--- src/hdl/rfsa_pkg.sv ---
// types and constants shared by the rotating free-slot allocator
`default_nettype none

package rfsa_pkg;

   localparam int SLOT_W      = 6;
   localparam int UNIT_W      = 6;
   localparam int OWNER_W     = 32;
   localparam int OWNER_MAX_W = 64;
   localparam int CNT_W       = 7;

   localparam logic [CNT_W-1:0] SLOTS_RESET = 7'd64;

   localparam logic STATUS_OK   = 1'b0;
   localparam logic STATUS_FAIL = 1'b1;

   typedef enum logic [1:0] {
      OP_LOAD      = 2'd0,
      OP_ALLOC     = 2'd1,
      OP_SET_OWNER = 2'd2,
      OP_SET_OWNED = 2'd3
   } opcode_type;

   typedef struct packed {
      opcode_type          opcode;
      logic [SLOT_W-1:0]   slot_index;
      logic [UNIT_W-1:0]   unit_id;
      logic                owned_value;
      logic [OWNER_W-1:0]  owner_id;
   } req_type;

   typedef struct packed {
      logic                status;
      logic [SLOT_W-1:0]   found_slot;
      logic [UNIT_W-1:0]   found_unit;
   } rsp_type;

endpackage

`default_nettype wire

--- src/hdl/rotating_free_slot_allocator.sv ---
// top level: slot count register, result register and the table sequencer
// path to rsp_valid: load via commit and emit; allocate via pointer wrap steps, scan
// (one table entry per cycle from the ram), commit and emit; updates via scan,
// commit and emit; early failures go straight to emit. One item at a time: the next
// is accepted once the result leaves the sequencer; a finished item waits in the output
// register; reset frees all slots, clears the rotating pointer, sets slot count to 64
`default_nettype none

module rotating_free_slot_allocator #(
   parameter int MAX_SLOTS  = 64,
   parameter int OWNER_BITS = 32
) (
   input  wire logic                        clock,
   input  wire logic                        reset,
   input  wire logic                        req_valid,
   output logic                             req_ready,
   input  wire rfsa_pkg::req_type           req_item,
   output logic                             rsp_valid,
   input  wire logic                        rsp_ready,
   output rfsa_pkg::rsp_type                rsp_item,
   input  wire logic                        csr_valid,
   output logic                             csr_ready,
   input  wire logic [rfsa_pkg::CNT_W-1:0]  csr_data
);

   localparam int CW = rfsa_pkg::CNT_W;

   logic [CW-1:0]       slots_ff, slots_in;
   logic                rsp_valid_ff, rsp_valid_in;
   rfsa_pkg::rsp_type   rsp_item_ff, rsp_item_in;
   logic [CW-1:0]       slot_count;
   logic                eng_valid;
   logic                eng_ready;
   rfsa_pkg::rsp_type   eng_res;

   assign csr_ready  = 1'b1;
   assign slot_count = (slots_ff > CW'(MAX_SLOTS)) ? CW'(MAX_SLOTS) : slots_ff;
   assign eng_ready  = !rsp_valid_ff || rsp_ready;
   assign rsp_valid  = rsp_valid_ff;
   assign rsp_item   = rsp_item_ff;

   rfsa_engine #(
      .MAX_SLOTS  (MAX_SLOTS),
      .OWNER_BITS (OWNER_BITS)
   ) u_engine (
      .clock      (clock),
      .reset      (reset),
      .slot_count (slot_count),
      .item_valid (req_valid),
      .item_ready (req_ready),
      .item       (req_item),
      .res_valid  (eng_valid),
      .res_ready  (eng_ready),
      .res        (eng_res)
   );

   always_comb begin
      slots_in     = slots_ff;
      rsp_valid_in = rsp_valid_ff;
      rsp_item_in  = rsp_item_ff;
      if (csr_valid && csr_ready) begin
         slots_in = csr_data;
      end
      if (rsp_valid_ff && rsp_ready) begin
         rsp_valid_in = 1'b0;
      end
      if (eng_valid && eng_ready) begin
         rsp_valid_in = 1'b1;
         rsp_item_in  = eng_res;
      end
   end

   always_ff @(posedge clock) begin
      if (reset) begin
         slots_ff     <= rfsa_pkg::SLOTS_RESET;
         rsp_valid_ff <= 1'b0;
      end else begin
         slots_ff     <= slots_in;
         rsp_valid_ff <= rsp_valid_in;
      end
      rsp_item_ff <= rsp_item_in;
   end

   a_busy_after_accept: assert property (@(posedge clock) disable iff (reset)
      req_valid && req_ready |=> !req_ready)
      else $error("item accepted while sequencer stays ready");

   a_fail_fields_zero: assert property (@(posedge clock) disable iff (reset)
      rsp_valid && rsp_item.status == rfsa_pkg::STATUS_FAIL
         |-> rsp_item.found_slot == '0 && rsp_item.found_unit == '0)
      else $error("failed item carries nonzero slot or unit");

   a_no_rsp_after_reset: assert property (@(posedge clock)
      $past(reset) |-> !rsp_valid)
      else $error("result valid right after reset");

endmodule

`default_nettype wire

--- src/hdl/rfsa_ram.sv ---
// generic single-port-write ram with one registered read port
`default_nettype none

module rfsa_ram #(
   parameter int WIDTH = 8,
   parameter int DEPTH = 64
) (
   input  wire logic                     clock,
   input  wire logic                     wr_en,
   input  wire logic [$clog2(DEPTH)-1:0] wr_addr,
   input  wire logic [WIDTH-1:0]         wr_data,
   input  wire logic                     rd_en,
   input  wire logic [$clog2(DEPTH)-1:0] rd_addr,
   output logic      [WIDTH-1:0]         rd_data
);

   logic [WIDTH-1:0] mem [DEPTH];

   always_ff @(posedge clock) begin
      if (wr_en) begin
         mem[wr_addr] <= wr_data;
      end
      if (rd_en) begin
         rd_data <= mem[rd_addr];
      end
   end

endmodule

`default_nettype wire

--- src/hdl/rfsa_engine.sv ---
// slot table sequencer: ram scan, read-modify-write and pointer update
`default_nettype none

module rfsa_engine #(
   parameter int MAX_SLOTS  = 64,
   parameter int OWNER_BITS = 32
) (
   input  wire logic                        clock,
   input  wire logic                        reset,
   input  wire logic [rfsa_pkg::CNT_W-1:0]  slot_count,
   input  wire logic                        item_valid,
   output logic                             item_ready,
   input  wire rfsa_pkg::req_type           item,
   output logic                             res_valid,
   input  wire logic                        res_ready,
   output rfsa_pkg::rsp_type                res
);

   localparam int AW        = $clog2(MAX_SLOTS);
   localparam int UW        = rfsa_pkg::UNIT_W;
   localparam int CW        = rfsa_pkg::CNT_W;
   localparam int EW        = OWNER_BITS + UW + 1;
   localparam int OWNED_POS = UW;
   localparam int OWNER_LSB = UW + 1;

   typedef enum logic [2:0] {
      ST_IDLE,
      ST_WRAP,
      ST_SCAN,
      ST_COMMIT,
      ST_EMIT
   } state_type;

   state_type             state_ff, state_in;
   rfsa_pkg::req_type     item_ff, item_in;
   rfsa_pkg::rsp_type     res_ff, res_in;
   logic [AW-1:0]         addr_ff, addr_in;
   logic [AW-1:0]         pend_addr_ff, pend_addr_in;
   logic [AW-1:0]         hit_addr_ff, hit_addr_in;
   logic [AW-1:0]         rotate_ff, rotate_in;
   logic [CW-1:0]         issued_ff, issued_in;
   logic [CW-1:0]         ptr_ff, ptr_in;
   logic                  pend_ff, pend_in;
   logic                  vld_rd_ff, vld_rd_in;
   logic [EW-1:0]         entry_ff, entry_in;
   logic [MAX_SLOTS-1:0]  valid_ff, valid_in;

   logic                  rd_en;
   logic [AW-1:0]         rd_addr;
   logic [EW-1:0]         rd_data;
   logic                  wr_en;
   logic [AW-1:0]         wr_addr;
   logic [EW-1:0]         wr_data;

   logic [rfsa_pkg::OWNER_MAX_W-1:0] owner_wide;
   logic [OWNER_BITS-1:0] owner_val;
   logic                  rd_owned;
   logic [UW-1:0]         rd_unit;
   logic                  is_alloc;
   logic                  match;
   logic [AW-1:0]         n_last;
   logic [CW-1:0]         ptr_next;

   rfsa_ram #(
      .WIDTH (EW),
      .DEPTH (MAX_SLOTS)
   ) u_table (
      .clock   (clock),
      .wr_en   (wr_en),
      .wr_addr (wr_addr),
      .wr_data (wr_data),
      .rd_en   (rd_en),
      .rd_addr (rd_addr),
      .rd_data (rd_data)
   );

   assign item_ready = (state_ff == ST_IDLE);
   assign res_valid  = (state_ff == ST_EMIT);
   assign res        = res_ff;

   always_comb begin
      state_in     = state_ff;
      item_in      = item_ff;
      res_in       = res_ff;
      addr_in      = addr_ff;
      pend_addr_in = pend_addr_ff;
      hit_addr_in  = hit_addr_ff;
      rotate_in    = rotate_ff;
      issued_in    = issued_ff;
      ptr_in       = ptr_ff;
      pend_in      = pend_ff;
      vld_rd_in    = vld_rd_ff;
      entry_in     = entry_ff;
      valid_in     = valid_ff;
      rd_en        = 1'b0;
      rd_addr      = addr_ff;
      wr_en        = 1'b0;
      wr_addr      = hit_addr_ff;
      wr_data      = entry_ff;

      owner_wide = rfsa_pkg::OWNER_MAX_W'(item_ff.owner_id);
      owner_val  = owner_wide[OWNER_BITS-1:0];
      rd_owned   = vld_rd_ff & rd_data[OWNED_POS];
      rd_unit    = rd_data[UW-1:0];
      is_alloc   = (item_ff.opcode == rfsa_pkg::OP_ALLOC);
      match      = is_alloc ? !rd_owned : (rd_unit == item_ff.unit_id);
      n_last     = AW'(slot_count - CW'(1));
      ptr_next   = ptr_ff + CW'(1);

      case (state_ff)
         ST_IDLE: begin
            if (item_valid) begin
               item_in   = item;
               issued_in = '0;
               pend_in   = 1'b0;
               case (item.opcode)
                  rfsa_pkg::OP_LOAD: begin
                     if (CW'(item.slot_index) >= CW'(MAX_SLOTS)) begin
                        res_in        = '0;
                        res_in.status = rfsa_pkg::STATUS_FAIL;
                        state_in      = ST_EMIT;
                     end else begin
                        state_in = ST_COMMIT;
                     end
                  end
                  rfsa_pkg::OP_ALLOC: begin
                     if (slot_count == '0) begin
                        res_in        = '0;
                        res_in.status = rfsa_pkg::STATUS_FAIL;
                        state_in      = ST_EMIT;
                     end else begin
                        ptr_in   = CW'(rotate_ff);
                        state_in = ST_WRAP;
                     end
                  end
                  default: begin
                     addr_in  = '0;
                     state_in = ST_SCAN;
                  end
               endcase
            end
         end
         ST_WRAP: begin
            // pointer modulo slot count, one subtract a cycle
            if (ptr_ff >= slot_count) begin
               ptr_in = ptr_ff - slot_count;
            end else begin
               addr_in  = AW'(slot_count - CW'(1) - ptr_ff);
               state_in = ST_SCAN;
            end
         end
         ST_SCAN: begin
            if (pend_ff && match) begin
               hit_addr_in = pend_addr_ff;
               entry_in    = {rd_data[EW-1:OWNER_LSB], rd_owned, rd_unit};
               pend_in     = 1'b0;
               state_in    = ST_COMMIT;
            end else if (issued_ff == slot_count) begin
               pend_in = 1'b0;
               if (!pend_ff) begin
                  res_in        = '0;
                  res_in.status = rfsa_pkg::STATUS_FAIL;
                  state_in      = ST_EMIT;
               end
            end else begin
               rd_en        = 1'b1;
               vld_rd_in    = valid_ff[addr_ff];
               pend_in      = 1'b1;
               pend_addr_in = addr_ff;
               issued_in    = issued_ff + CW'(1);
               if (is_alloc) begin
                  addr_in = (addr_ff == '0) ? n_last : addr_ff - AW'(1);
               end else begin
                  addr_in = addr_ff + AW'(1);
               end
            end
         end
         ST_COMMIT: begin
            res_in.status     = rfsa_pkg::STATUS_OK;
            res_in.found_slot = rfsa_pkg::SLOT_W'(hit_addr_ff);
            res_in.found_unit = entry_ff[UW-1:0];
            case (item_ff.opcode)
               rfsa_pkg::OP_LOAD: begin
                  wr_en             = 1'b1;
                  wr_addr           = item_ff.slot_index[AW-1:0];
                  wr_data           = {{OWNER_BITS{1'b1}}, item_ff.owned_value,
                                       item_ff.unit_id};
                  res_in.found_slot = item_ff.slot_index;
                  res_in.found_unit = item_ff.unit_id;
               end
               rfsa_pkg::OP_ALLOC: begin
                  rotate_in = (ptr_next == slot_count) ? '0 : AW'(ptr_next);
               end
               rfsa_pkg::OP_SET_OWNER: begin
                  wr_en   = 1'b1;
                  wr_data = {owner_val, entry_ff[OWNED_POS], entry_ff[UW-1:0]};
               end
               default: begin
                  wr_en   = 1'b1;
                  wr_data = {entry_ff[EW-1:OWNER_LSB], item_ff.owned_value,
                             entry_ff[UW-1:0]};
               end
            endcase
            if (wr_en) begin
               valid_in[wr_addr] = 1'b1;
            end
            state_in = ST_EMIT;
         end
         ST_EMIT: begin
            if (res_ready) begin
               state_in = ST_IDLE;
            end
         end
         default: begin
            state_in = ST_IDLE;
         end
      endcase
   end

   always_ff @(posedge clock) begin
      if (reset) begin
         state_ff  <= ST_IDLE;
         rotate_ff <= '0;
         valid_ff  <= '0;
         pend_ff   <= 1'b0;
      end else begin
         state_ff  <= state_in;
         rotate_ff <= rotate_in;
         valid_ff  <= valid_in;
         pend_ff   <= pend_in;
      end
      item_ff      <= item_in;
      res_ff       <= res_in;
      addr_ff      <= addr_in;
      pend_addr_ff <= pend_addr_in;
      hit_addr_ff  <= hit_addr_in;
      issued_ff    <= issued_in;
      ptr_ff       <= ptr_in;
      vld_rd_ff    <= vld_rd_in;
      entry_ff     <= entry_in;
   end

endmodule

`default_nettype wire
--- config.mk ---
export PLATFORM = sky130hd
export DESIGN_NAME = rotating_free_slot_allocator
export DESIGN_NICKNAME = d
export VERILOG_FILES = /design/src/hdl/rfsa_pkg.sv /design/src/hdl/rotating_free_slot_allocator.sv /design/src/hdl/rfsa_ram.sv /design/src/hdl/rfsa_engine.sv
export SDC_FILE = /design/constraint.sdc
export NUM_CORES = 1
export LEC_CHECK = 0
export BUFFER_PORTS_ARGS = -buffer_cell sky130_fd_sc_hd__buf_2
export CAP_MARGIN = 30
export CORE_AREA = 5 5 601 603
export CTS_BUF_LIST = sky130_fd_sc_hd__clkbuf_2 sky130_fd_sc_hd__clkbuf_4 sky130_fd_sc_hd__clkbuf_8
export DETAILED_ROUTE_END_ITERATION = 16
export DIE_AREA = 0 0 606 608
export PLACE_DENSITY = 0.53
export SYNTH_ARGS = -nofsm -noshare
export SYNTH_HDL_FRONTEND = slang
export SYNTH_HIERARCHICAL = 1
export SYNTH_SLANG_ARGS = --single-unit
export TNS_END_PERCENT = 100
--- constraint.sdc ---
create_clock -name clock -period 11.35 [get_ports clock]
set_clock_uncertainty 0.05 [all_clocks]
set_input_delay 3.405 -clock clock [delete_from_list [all_inputs] [get_ports clock]]
set_output_delay 3.405 -clock clock [all_outputs]
set_load 0.02 [all_outputs]
-- After elaboration in Yosys (flattened, before gate mapping)
Memories as Yosys holds them, arrays and structs flattened. A register that Yosys moved wholly into a read port is not among the register bits.
Cells that the tools add are included.
- bits in read-only memories: 0
- memories: 1
- bits in writable memories: 2496
- latch bits: 0
- output and inout bits: 16
- logic and storage cells: 152
- register bits: 227
- memory list (memory ; depth ; width ; rd ports ; clocked after memory_dff ; write ports ; RTL line ; text):
    u_engine.u_table.mem ; 64 ; 39 ; 1 ; 1 ; 1 ; rfsa_ram.sv:17 ; logic [WIDTH-1:0] mem [DEPTH];
- bitwise logic cells: 4
- add/sub/neg operators: 7
- equal/unequal tests: 24
- $lt $le $gt $ge: 5
- mux-type cells: 58
- $mul: 0
- div/mod/pow operators: 0
- reduce and logical (&&, ||, !) cells: 29
- shift operators: 0
- operator list (cell ; count):
    $pmux W39 S3 ; 1
    $mux W13 ; 6
    $mux W6 ; 11
    $or A64 B64 Y64 ; 1
    $mux W7 ; 8
    $mux W39 ; 1
    $pmux W13 S3 ; 1
    $pmux W7 S2 ; 2
    $mux W3 ; 7
    $pmux W6 S3 ; 1
    $pmux W3 S5 ; 1
    $add A7 B1 Y7 const B ; 2
    $eq A7 B7 Y1 ; 2
    $lt A6 B7 Y1 const B ; 2
    $mux W1 ; 14
    $ne A2 B2 Y1 const B ; 7
    $mux W12 ; 1
    $sub A6 B1 Y6 const B ; 2
    $ne A2 B1 Y1 const B ; 5
    $reduce_and A2 Y1 ; 5
    $reduce_and A5 Y1 ; 2
    $ge A7 B7 Y1 ; 1
    $gt A7 B7 Y1 const B ; 1
    $logic_not A7 Y1 ; 1
    31 further kinds ; 42

-- Longest topological paths before layout
Gate-level depths: netlist (run 1).
- depth in word-level cells: 8
- mapped depth: 11

-- By module
Netlist (run 1), hierarchy kept.
- modules (own cells, without submodules) (module ; instances ; cells each ; seq. area each (um^2) ; area an instance (um^2)):
    rfsa_ram ; 1 ; 4059 ; 76123.0 ; 95746.8
    rfsa_engine ; 1 ; 860 ; 5445.2 ; 9535.4
    rotating_free_slot_allocator ; 1 ; 50 ; 550.5 ; 748.2

-- Least setup slack after synthesis (run 1)
No wires, ideal clock.
- kind: register to register
- from: reg u_engine/item_ff[46] in the netlist's numbering
- to: mem u_engine/u_table/mem[48][0] in the netlist's numbering (enable)
- arrival time: 4539 ps
- cell stages (with the launch flop): 9
- slack: 6277 ps
- library setup time: 484 ps
- cells stage by stage: edfxtp_1 -> nor2_4 -> mux2i_4 -> nor2_1 -> a21o_1 -> clkbuf_1 -> nor2b_1 -> nand4b_1 -> nor3_1
- elaborated cells on any way between the ends: 10
- RTL lines (element ; RTL line ; text):
    start: declaration ; rfsa_engine.sv:35 ; rfsa_pkg::req_type item_ff, item_in;
    start signal: assignment ; rfsa_engine.sv:232 ; item_ff <= item_in;
    $logic_not A2 Y1 ; rfsa_engine.sv:182 ; case (item_ff.opcode)
    $mux W6 ; rfsa_engine.sv:182 ;
    $mux W6 (2 in series) ; rfsa_engine.sv:110 ; case (state_ff)
    named net u_engine.wr_addr[3] ; rfsa_engine.sv:52 ; logic [AW-1:0] wr_addr;
    end: declaration ; rfsa_ram.sv:17 ;
The timed path passes the listed nets, and every way through them passes these cells. The select of a mux whose other input is x is not followed.

-- Worst setup path in the final report (run 1)
- from: reg u_engine.state_ff[2]
- to: out req_ready
- longest elaborated chain between the ends: 1
- ends and longest elaborated chain (element ; RTL line ; text):
    start: declaration ; rfsa_engine.sv:34 ; state_type state_ff, state_in;
    start signal: assignment ; rfsa_engine.sv:227 ; state_ff <= state_in;
    $logic_not A3 Y1 ; rfsa_engine.sv:77 ; assign item_ready = (state_ff == ST_IDLE);
    end: declaration ; rotating_free_slot_allocator.sv:16 ; output logic req_ready,
No other way between the ends.

==> results of run 1 <==
[final timing paths]
path         slack (ns)                 start                     endpoint  depth (start not counted)
min                0.37       u_engine/res[8]                  rsp_item[8]                          0
min reg2reg        0.37       u_engine/res[8]                  rsp_item[8]                          0
max                6.12  u_engine/state_ff[2]                    req_ready                          2
max reg2reg        6.96  u_engine/state_ff[0]  u_engine/u_table/mem[47][0]                          7
[where the power goes]
| part | leakage (nW) | switching (W) | internal, W | total (W) |
|---|---|---|---|---|
| registers | 5.51 | 0.000102 | 0.00262 | 0.00272 |
| clock network | 0.952 | 0.000886 | 0.000921 | 0.00181 |
| logic | 2.71 | 0.00110 | 0.000708 | 0.00181 |
| total | 9.17 | 0.00209 | 0.00425 | 0.00634 |
[worst max-delay path: stages, from the launching register on]
cell and delay [ns]:
dfxtp_1 0.38, nor3_1 0.38, buf_2 0.29
[layout make-up]
type | instances | area (sq um) | share of cell area [%]
sequential | 618 | 17740 | 53.23
multi-input combinational | 855 | 7323 | 21.98
tap | 4751 | 5944 | 17.84
clock buffer | 123 | 1555 | 4.667
timing repair buffer | 64 | 407.9 | 1.224
clock inverter | 35 | 237.7 | 0.7134
inverter | 30 | 112.6 | 0.3379
antenna | 2 | 5.005 | 0.01502
[per-layer routing]
metal  up-vias  global-route usage, %
met5         -                      0
met4         2                  1.134
met3        93                  1.019
met2       467                  5.736
met1      7401                  4.793
li1       6294                      -
[per-stage QoR]
step | utilization (%) | hold WS [ns] | setup slack (ns)
final | 9.391 | 0.3693 | 6.121
after global routing | 9.389 | 0.3717 | 5.908
after CTS | 9.389 | 0.3720 | 5.976
after detailed placement | 8.884 | 0.3554 | 6.174
after global placement | 8.869 | 0.3513 | 6.089
after floorplan | - | 0.3503 | 6.609
[state kept, by name (all words and copies together), names as in the netlist, 3 cells and up]
signal and cells:
rsp_item 13, slots_ff 7, u_engine/addr_ff 6, u_engine/entry_ff 7, u_engine/hit_addr_ff 6, u_engine/issued_ff 7, u_engine/item_ff 15, u_engine/pend_addr_ff 6
u_engine/ptr_ff 7, u_engine/res 13, u_engine/rotate_ff 6, u_engine/state_ff 3, u_engine/u_table/mem 448, u_engine/u_table/rd_data 7, u_engine/valid_ff 64
==> metrics.md, run 1 <==
| Metric | Value |
|---|---|
| DR WL/cell | 10.68 um |
| DRT met1 WL | 30,300 um |
| Metal3 WL | 4701 um |
| Initial antenna violation count | 8 |
| Pleak | 9.170 nW |
| CTS max path bufs | 3 |
| CTS buffer count | 88 |
| Sink Count | 618 |
| Initial Util | 7.451% |
| Fmax | 191.2 MHz |
| Final setup vio count | 0 |
| H-tree depth | 3 |
| Max Used Layer | met5 |
| CP required | 7.90 ns |
| Status | complete, no violations |
| Placed Area | 0.03153 sq mm |
| Vias in the first global route | 14.33k |
| Pins Over Slew Limit | 0 |
| Layout cells sized above 1 | 21.97% |
| TNS Setup | 0 ns |
| Final #Nets | 1,737 |
| Peak VDD IR | 118.2 uV |
| Period minus WS final | 5.229 ns |
| RSZ-0062 raised after global routing | no |
| Total gr overflow | 0 |
| Clock latency on the worst-skew pair | 0.74 ns |
| FILL cells | 40.49k |
| Final WL | 69,160 um |
| Final Cycle Share | 46.07% |
| Via Count | 14.26k |
| Row cnt | 219 |
| Critical path arrival | 1.77 ns |
| DRC | 0 |
| Yosys warns | 6 |
| Worst setup EP type | primary output |
| Core area | 0.3548 sq mm |
| Hold_buf cts | 0 |
| Post-cts resize count | 0 |
| WS Path Type | flop to primary output |
| Clock root buffer master | clkbuf_8 |
| Syn Nets | 1,810 |
| CP Launch Type | flop |
| Met2 WL | 32,410 um |
| Post-synthesis cell area | 0.02644 sq mm |
| Worst-margin pin slew | 1.142 ns |
| Inst Count DP | 6,318 |
| Hold Crit Class | flop to flop |
| Max-slew headroom | 23.18% |
| Avg Inst Size Synth | 15.28 sq um |
| DR vias/cell | 2.201 |
| Final cell count without fillers | 6,478 |
| Pwr dens | 190.2 mW/mm^2 |
| Die Height | 608 um |
| Buffers on Ports | 41 |
| Number of setup buffers added after CTS | 0 |
| # IOs | 75 |
| MaxCap Viol Count | 0 |
| Commonest cells after routing, fill and taps aside | edfxtp_1 (536), nor2_1 (180), mux4_2 (124) |
| Die Area | 0.3684 sq mm |
| Global-route wire length before repair | 100,200 um |
| Final GP Congestion | 0.7445 |
| Post-DP HPWL | 45,550 um |
| Drt pass-1 iters | 5 |
| Largest net degree at the start of global routing | 79 |
| Post-route cell area | 0.03332 sq mm |
| Post-detailed-route count of antenna-violating nets | 0 |
| CTS tree | yes |
| Final hold violations | 0 |
| Post-synthesis cell count | 1,730 |
| All-layer global routing usage | 3.637% |
| Drt first-iter violations | 1,360 |
| Die X | 606 um |
| Worst Path Max Fanout | 8 |
| Synthesis-to-layout area growth | 26.03% |
| Leading cell type in the layout, fill and taps excluded | edfxtp_1 |
| Tot Pwr | 0.006339 W |
| CTS clk-pin slew, worst paths | 0.07 ns |
Note: power is estimated with default switching activity, not from simulation.
==> run 2: changes to the inputs <==
ABC_AREA = 1   (was default)
CORE_AREA = 5 5 617 619   (was 5 5 601 603)
DIE_AREA = 0 0 622 624   (was 0 0 606 608)
clock period = 5.1 ns   (was 11.35 ns; I/O delays follow)
==> run 2 against run 1 <==
  * Register-to-register slack lost 5.8 ns
  * Hold slack lost 0.0063 ns
  * Clock power increased by 140%
  * Highest routed layer is now met4
  * Critical path type is now flop to flop
  * First-iteration DRC count up 23%
==> metrics.md, run 2 <==
| Metric | Value |
|---|---|
| Largest net degree at the start of global routing | 171 |
| Core area | 0.3744 sq mm |
| WS Path Type | flop to flop |
| Final #Nets | 2,681 |
| Drt first-iter violations | 1,666 |
| Inst Count DP | 7,491 |
| DRC | 0 |
| Fmax | 256.9 MHz |
| Syn Nets | 2,809 |
| Critical path arrival | 4.16 ns |
| CP max stage delay | 0.88 ns |
| CP max stage cell | o21ai_0 |
| Die Height | 624 um |
| All-layer global routing usage | 3.574% |
| Global-route wire length before repair | 109,300 um |
| Hold Crit Class | flop to flop |
| Pleak | 10.93 nW |
| Top Registers | u_engine/u_table/mem x448, u_engine/valid_ff x64, u_engine/item_ff x15 |
| # IOs | 75 |
| Period minus WS final | 3.892 ns |
| Via Count | 18.23k |
| Peak VDD IR | 777.9 uV |
| Leading cell type in the layout, fill and taps excluded | nand2_1 |
| FF-to-FF path depth | 7 |
| Post-synthesis cell area | 0.02779 sq mm |
| Worst setup EP type | flop |
| Status | complete, no violations |
| Initial antenna violation count | 4 |
| Worst r2r src | u_engine/state_ff[1] |
| Buffers on Ports | 41 |
| Final setup vio count | 0 |
| Post-cts resize count | 0 |
| FF-to-FF End | u_engine/u_table/mem[35][5] |
| Drt pass-1 iters | 5 |
| H-tree depth | 3 |
| Hold Crit Depth | 0 |
| Clock latency on the worst-skew pair | 0.70 ns |
| DR vias/cell | 2.374 |
| Post-DP HPWL | 45,590 um |
| Final GP Congestion | 0.7594 |
| CP most frequent cell | inv_2 |
| CTS clk-pin slew, worst paths | 0.06 ns |
| CTS buffer count | 102 |
| Post-synthesis cell count | 2,729 |
| Initial Util | 7.421% |
| Final WL | 73,190 um |
| Worst Path Max Fanout | 17 |
| Die Area | 0.3881 sq mm |
| MaxCap Viol Count | 0 |
| Commonest cells after routing, fill and taps aside | nand2_1 (658), edfxtp_1 (536), nand3_1 (462) |
| Sink Count | 618 |
| Clock root buffer master | clkbuf_8 |
| CP Launch Type | flop |
| Avg Inst Size Synth | 10.18 sq um |
| CTS max path bufs | 3 |
| TNS Setup | 0 ns |
| Final Cycle Share | 76.31% |
| Hold Startpoint | u_engine/pend_addr_ff[0] |
| Max-slew headroom | 26.35% |
| Number of setup buffers added after CTS | 0 |
| Critical Path, Cell by Cell | inv_2 > nor3_4 > inv_2 > buf_4 > o21ai_0 > nand3_1 > nor2_1 |
| Max reg flops | 448 |
| CTS tree | yes |
| Final hold violations | 0 |
| Hold_buf cts | 0 |
| Row cnt | 225 |
| Layout cells sized above 1 | 12.79% |
| R2R Setup Slk | 1.21 ns |
| Vias in the first global route | 17.50k |
| Total gr overflow | 0 |
| Pins Over Slew Limit | 0 |
| Largest Register | u_engine/u_table/mem |
| Final cell count without fillers | 7,679 |
| DR WL/cell | 9.531 um |
| Yosys warns | 6 |
| Worst-margin pin slew | 1.093 ns |
| Synthesis-to-layout area growth | 26.19% |
| Post-detailed-route count of antenna-violating nets | 0 |
| Pwr dens | 454.2 mW/mm^2 |
| Worst Hold End | u_engine/hit_addr_ff[0] |
| Die X | 622 um |
| CP required | 5.36 ns |
| RSZ-0062 raised after global routing | no |
run 2: where the power goes:
part / switching (W) / total [W] / leakage, nW / internal [W]
clock network: 0.00197 / 0.00426 / 1.07 / 0.00229
registers: 0.000238 / 0.00624 / 5.52 / 0.00600
logic: 0.00395 / 0.00542 / 4.35 / 0.00147
total: 0.00615 / 0.0159 / 10.9 / 0.00977
run 2: layout make-up:
cell class,count,area [sq um]
clock inverters,39,219.0
multi-input cells,1623,7680
fillers,43306,339400
inverters,131,500.5
diodes,3,7.507
clock buffers,146,1778
repair buffers,125,893.4
flip-flops and latches,618,17740
well taps,4994,6248
run 2: worst max-delay path, delay by kind of cell, from the launching register on:
family | cells | cell delay [ns]
AND/OR/NAND/NOR | 3 | 1.63
buffers and inverters | 3 | 0.53
AO/OA/AOI/OAI | 1 | 0.88
flip-flops | 1 | 0.41
run 2: stage by stage:
step                      area [sq um]  worst slack (ns)  util (%)  hold WS, ns  power [W]
final                            35060             1.208     9.365       0.3630    0.01593
after global routing             35060             1.124     9.363       0.3734    0.01691
after CTS                        35060             1.311     9.363       0.3653    0.01610
after detailed placement         33060             1.330     8.829       0.3545    0.01178
after global placement           33040             1.392     8.823       0.3518    0.01181
after floorplan                  27790            0.6658         -       0.3503    0.01086
run 2: routing by layer:
layer	GRT usage [%]	wire (um)
met1	4.822	32870
met2	5.698	33600
met3	0.6199	4784
met4	1.306	1930
met5	0.01235	0
run 2: worst max path at each step:
stage | startpoint | to | cells after the start
4_1_cts | u_engine/state_ff[1] | u_engine/u_table/mem[31][6] | 7
5_1_grt | u_engine/state_ff[1] | u_engine/u_table/mem[40][0] | 7
3_5_place_dp | u_engine/state_ff[1] | u_engine/u_table/mem[28][6] | 7
3_3_place_gp | u_engine/state_ff[1] | u_engine/u_table/mem[35][3] | 7
6_report | u_engine/state_ff[1] | u_engine/u_table/mem[35][5] | 7
2_1_floorplan | u_engine/state_ff[1] | u_engine/u_table/mem[0][4] | 6
